[config.mk]
export PLATFORM = sky130hd
export DESIGN_NAME = msr_ctrl
export DESIGN_NICKNAME = d
export VERILOG_FILES = /design/src/rtl/core/assert_macros.svh /design/src/rtl/core/msr_pkg.sv /design/src/rtl/core/msr_ctrl.sv
export SDC_FILE = /design/constraint.sdc
export NUM_CORES = 1
export LEC_CHECK = 0
export BUFFER_PORTS_ARGS = -buffer_cell sky130_fd_sc_hd__buf_4
export CAP_MARGIN = 10
export CORE_AREA = 2 2 39 41
export CTS_CLUSTER_DIAMETER = 60
export DETAILED_ROUTE_END_ITERATION = 8
export DIE_AREA = 0 0 41 43
export GPL_ROUTABILITY_DRIVEN = 0
export GPL_TIMING_DRIVEN = 0
export PLACE_DENSITY = 0.76
export SYNTH_ARGS = -nofsm -noshare
export SYNTH_HDL_FRONTEND = slang
export SYNTH_SLANG_ARGS = --single-unit
[constraint.sdc]
create_clock -name clk -period 2.3 [get_ports clk]
set_input_delay 0.46 -clock clk [delete_from_list [all_inputs] [get_ports clk]]
set_output_delay 0.46 -clock clk [all_outputs]
set_load 0.03 [all_outputs]
[src/rtl/core/assert_macros.svh]
// assertion helpers, clocked on clk and disabled while arst_n is low
`ifndef ASSERT_MACROS_SVH
`define ASSERT_MACROS_SVH

// condition holds on every clock edge
`define ASSERT_ALWAYS(lbl, cond, msg) \
	lbl: assert property (@(posedge clk) disable iff (!arst_n) (cond)) else $error(msg);

// antecedent on one edge forces the consequent on the same edge
`define ASSERT_IMPLY(lbl, ante, cons, msg) \
	lbl: assert property (@(posedge clk) disable iff (!arst_n) (ante) |-> (cons)) else $error(msg);

// antecedent on one edge forces the consequent on the next edge
`define ASSERT_IMPLY_NEXT(lbl, ante, cons, msg) \
	lbl: assert property (@(posedge clk) disable iff (!arst_n) (ante) |=> (cons)) else $error(msg);

`endif

[src/rtl/core/msr_pkg.sv]
package msr_pkg;

	localparam int CAPACITY = 1024;
	localparam int ADDR_W   = (CAPACITY > 1) ? $clog2(CAPACITY) : 1;
	localparam int CNT_W    = $clog2(CAPACITY + 1);
	localparam int DATA_W   = 32;
	localparam int RND_W    = 32;
	localparam int PROD_W   = RND_W + CNT_W;

	typedef logic [1:0] action_t;
	typedef logic [1:0] status_t;

	localparam action_t ACT_INSERT = 2'd0;
	localparam action_t ACT_REMOVE = 2'd1;
	localparam action_t ACT_SAMPLE = 2'd2;

	localparam status_t ST_DONE  = 2'd0;
	localparam status_t ST_FULL  = 2'd1;
	localparam status_t ST_EMPTY = 2'd2;

	typedef struct packed {
		logic load;      // latch a new beat, restart the scan
		logic scan_en;   // issue next scan read, compare previous one
		logic rd_last;   // read the last stored entry
		logic wr_move;   // move last entry into the matched slot
		logic wr_ins;    // append the value
		logic mul;       // scale random word by occupancy
		logic rd_smp;    // read the sampled entry
		logic cap_smp;   // capture the sampled entry
		logic set_flag;
		logic set_full;
		logic set_empty;
		logic load_out;  // move the result into the output register
	} dp_cmd_t;

	typedef struct packed {
		action_t action;
		logic    full;
		logic    empty;
		logic    match;
		logic    miss;
	} dp_sts_t;

endpackage

[src/rtl/core/msr_ctrl.sv]
module msr_ctrl (
	input  logic             clk,
	input  logic             arst_n,
	input  logic             in_valid,
	output logic             in_ready,
	output logic             out_valid,
	input  logic             out_ready,
	output msr_pkg::dp_cmd_t cmd,
	input  msr_pkg::dp_sts_t sts
);

	localparam logic [3:0] S_IDLE     = 4'd0;
	localparam logic [3:0] S_DISPATCH = 4'd1;
	localparam logic [3:0] S_SCAN     = 4'd2;
	localparam logic [3:0] S_RD_LAST  = 4'd3;
	localparam logic [3:0] S_MOVE_WR  = 4'd4;
	localparam logic [3:0] S_INS_WR   = 4'd5;
	localparam logic [3:0] S_MUL      = 4'd6;
	localparam logic [3:0] S_SMP_RD   = 4'd7;
	localparam logic [3:0] S_SMP_CAP  = 4'd8;
	localparam logic [3:0] S_DONE     = 4'd9;

	logic [3:0] state_q;
	logic [3:0] state_d;
	logic       out_valid_q;
	logic       out_free;

	assign in_ready  = state_q == S_IDLE;
	assign out_valid = out_valid_q;
	assign out_free  = !out_valid_q || out_ready;

	always_comb begin
		state_d = state_q;
		cmd     = '0;
		unique case (state_q)
			S_IDLE: begin
				if (in_valid) begin
					cmd.load = 1'b1;
					state_d  = S_DISPATCH;
				end
			end
			S_DISPATCH: begin
				unique case (sts.action)
					msr_pkg::ACT_INSERT: begin
						if (sts.full) begin
							cmd.set_full = 1'b1;
							state_d      = S_DONE;
						end else begin
							state_d = S_SCAN;
						end
					end
					msr_pkg::ACT_REMOVE: state_d = S_SCAN;
					msr_pkg::ACT_SAMPLE: begin
						if (sts.empty) begin
							cmd.set_empty = 1'b1;
							state_d       = S_DONE;
						end else begin
							state_d = S_MUL;
						end
					end
					default: state_d = S_DONE;
				endcase
			end
			S_SCAN: begin
				cmd.scan_en = 1'b1;
				priority if (sts.match) begin
					state_d = (sts.action == msr_pkg::ACT_REMOVE) ? S_RD_LAST : S_INS_WR;
				end else if (sts.miss) begin
					if (sts.action == msr_pkg::ACT_INSERT) begin
						cmd.set_flag = 1'b1;
						state_d      = S_INS_WR;
					end else begin
						state_d = S_DONE;
					end
				end else begin
					// keep scanning
					state_d = S_SCAN;
				end
			end
			S_RD_LAST: begin
				cmd.rd_last = 1'b1;
				state_d     = S_MOVE_WR;
			end
			S_MOVE_WR: begin
				cmd.wr_move  = 1'b1;
				cmd.set_flag = 1'b1;
				state_d      = S_DONE;
			end
			S_INS_WR: begin
				cmd.wr_ins = 1'b1;
				state_d    = S_DONE;
			end
			S_MUL: begin
				cmd.mul = 1'b1;
				state_d = S_SMP_RD;
			end
			S_SMP_RD: begin
				cmd.rd_smp = 1'b1;
				state_d    = S_SMP_CAP;
			end
			S_SMP_CAP: begin
				cmd.cap_smp = 1'b1;
				state_d     = S_DONE;
			end
			S_DONE: begin
				if (out_free) begin
					cmd.load_out = 1'b1;
					state_d      = S_IDLE;
				end
			end
			default: state_d = S_IDLE;
		endcase
	end

	always_ff @(posedge clk or negedge arst_n) begin
		if (!arst_n) begin
			state_q     <= S_IDLE;
			out_valid_q <= 1'b0;
		end else begin
			state_q <= state_d;
			if (cmd.load_out) begin
				out_valid_q <= 1'b1;
			end else if (out_ready) begin
				out_valid_q <= 1'b0;
			end
		end
	end

endmodule

==> impl_metrics.csv <==
group,metric,value,unit
floorplanning,fp.dieW,41,um
sta,period_share,0.9123,
cells_and_area,drive_above_1_share,0.3953,
worst_setup_path,start_kind,"flop",
sta,rsz0062_at_grt,"false",
worst_setup_path,worst_setup_path_end_kind,"output port",
power_and_ir_drop,power_leakage,0.3426,nW
worst_setup_path,cp_data_arrival_time,1640,ps
logic_synthesis,yosys_warnings,0,
worst_setup_path,crit_chain,"nor4b_2, nand4b_1, nand2b_1, buf_4",
worst_setup_path,reg2reg_slack,870,ps
clock_tree,cts_max_level,1,
worst_hold_path,hold_class,"in2reg",
routing,drt-initial-drc-count,6,
logic_synthesis,synth-edff-count,0,
floorplanning,fp.dieH,43,um
cells_and_area,fin_nets,97,
cells_and_area,diodes,0,
grt,grt_use_total,0.1638,
place,dp_slack,432.8,ps
sta,period_needed,2098,ps
sta,final_max_slew_viol_count,0,
logic_synthesis,yosysUniqueCellTypes,30,
worst_setup_path,r2r-start,"state_q[2]",
job,max-cap-violations,0,
sta,fin_ws,201.8,ps
clock_tree,worst_skew_pair.late_latency,240,ps
cells_and_area,syn_to_final_growth,51.43,%
sta,holdWs,550.9,ps
routing,drc,0,
floorplanning,rows,14,
cells_and_area,fin_area,729.5,sq um
grt,grt_pass1_wl,1966,um
power_and_ir_drop,peakVddDrop,0.0004375,V
routing,vias_per_cell,5.343,
logic_synthesis,ys_seq_elements,5,
logic_synthesis,ys.flop_type,"dfrtp_1",
sta,finalSetupViolations,0,
routing,drt_first_pass_iters,4,
worst_setup_path,crit_type,"reg2out",
grt,grt_pass1_vias,481,
clock_tree,cts_tree,"built",
clock_tree,cts_made_buffers,3,
worst_setup_path,worstPathMaxFanout,6,
worst_setup_path,worst_path_max_delay_cell,"nor4b_2",
grt,antenna_found_initial,0,
place,dp_hpwl,1031,um
grt,grt_overflow,0,
place,placed_area,685.7,sq um
power_and_ir_drop,power.density,1207,mW/mm^2
logic_synthesis,async_reset_ff_frac,1.000,
routing,wire_per_inst,12.87,um
sta,fin_tns_setup,0,ps
grt,grt_max_degree,11,
sta,worst_pin_slew,432.1,ps
routing,antenna_left,0,
sta,relSlewSlack,0.7083,
clock_tree,cts_buffer_depth,2,
floorplanning,core_area,0.001384,sq mm
worst_setup_path,critPathMaxStageDelay,460,ps
logic_synthesis,syn_area,481.7,sq um
run_status,outcome,"complete, no violations",
place,io_buffers,23,
worst_setup_path,path_buf_inv,1,
logic_synthesis,synth_seq_area_share,0.2597,
worst_setup_path,startpoint,"state_q[2]",
floorplanning,dieArea,0.001763,sq mm
logic_synthesis,syn_inst,58,
floorplanning,io_pins,24,
clock_tree,cts_setup_buffers,0,
logic_synthesis,avgSynthCellArea,8.305,sq um
routing,num_vias,545,
sta,skew,2.347,ps
sta,fmax,476.6,MHz
worst_setup_path,path_delay_family,"simple AND/OR/NAND/NOR gates",
power_and_ir_drop,power,0.8803,mW
floorplanning,start_util,0.3481,
clock_tree,cts.sinks,5,
sta,hold_viol,0,
worst_hold_path,worstHoldStart,"out_ready",
logic_synthesis,syn_nets,68,
clock_tree,root_buffer,"clkbuf_4",
worst_setup_path,crit_required,1840,ps
routing,wl,1313,um
clock_tree,clkTransAtPathRegs,50,ps
==> cell usage in the layout, fill, tap and decap left out, drive strengths merged, types with 3 or more instances in the layout <==
cell    count
buf        27
dfrtp       5
nor3        5
nand2b      4
nor2        4
inv         3
clkbuf      3
nor4b       3
==> layer usage <==
layer / vias to the layer above / track usage / part of all wire
li1: 278 / - / -
met1: 244 / 0.1908 / 0.44
met2: 23 / 0.2688 / 0.48
met3: 0 / 0.06283 / 0.078
met4: 0 / 0.04000 / 0
met5: - / 0 / 0
==> through the flow <==
step | cells | util
2_1_floorplan | 58 | -
3_3_place_gp | 97 | 0.4955
3_5_place_dp | 97 | 0.4955
4_1_cts | 102 | 0.5226
5_1_grt | 102 | 0.5271
6_report | 102 | 0.5271
==> cell families after synthesis <==
kind of cell / share of synthesized area
AO/OA/AOI/OAI: 0.2026
XOR/XNOR: 0.01819
buffers and inverters: 0.07531
AND/OR/NAND/NOR: 0.4441
flip-flops: 0.2597
==> worst min-delay path: stages <==
cell	delay, ps
buf_4	80
nor2b_1	60
o21bai_1	150
==> power by group <==
part           switching [mW]  leakage (nW)  internal, mW
clock                  0.0404        0.0177        0.0631
combinational           0.365         0.260         0.248
sequential             0.0374        0.0652         0.126
==> what timing repair did <==
action | 4_1_cts | 5_1_grt
setup endpoints to repair | 0 | 1
resized for setup | 0 | 1
hold buffers | 1 | 0
endpoints found under the hold margin | 4 | 0
==> sequential cells by signal (all words and copies together) (netlist names) <==
name / cells
state_q: 4
out_valid: 1
==> cell usage after synthesis, types with 2 or more instances <==
master	instances	share of area
inv_1	3	0.023
nand2b_1	4	0.052
buf_2	2	0.021
nor3_1	5	0.052
nor2_1	4	0.031
nand4bb_1	2	0.047
nor3b_1	2	0.031
nand4b_1	2	0.036
or4_1	2	0.031
dfrtp_1	5	0.26
nand2_1	2	0.016
and2_1	2	0.026
o311ai_0	2	0.036
nor4b_1	3	0.055
buf_4	2	0.031
o21ai_0	2	0.021
==> final cells by class <==
class | count | area (sq um)
plain buffers | 4 | 25.02
clock buffers | 3 | 22.52
clock inverters | 1 | 5.005
fillers | 143 | 654.4
inverters | 3 | 11.26
multi-input cells | 46 | 337.8
flip-flops and latches | 5 | 125.1
well taps | 16 | 20.02
repair buffers | 24 | 182.7
==> final timing paths <==
check	end	cells after the start
max in group asynchronous	state_q[3]	2
min	out_valid	3
min in group asynchronous	out_valid	2
min reg2reg	out_valid	2
max reg2reg	state_q[0]	3
max	cmd[3]	4
Power figures use the tool's default switching activity.
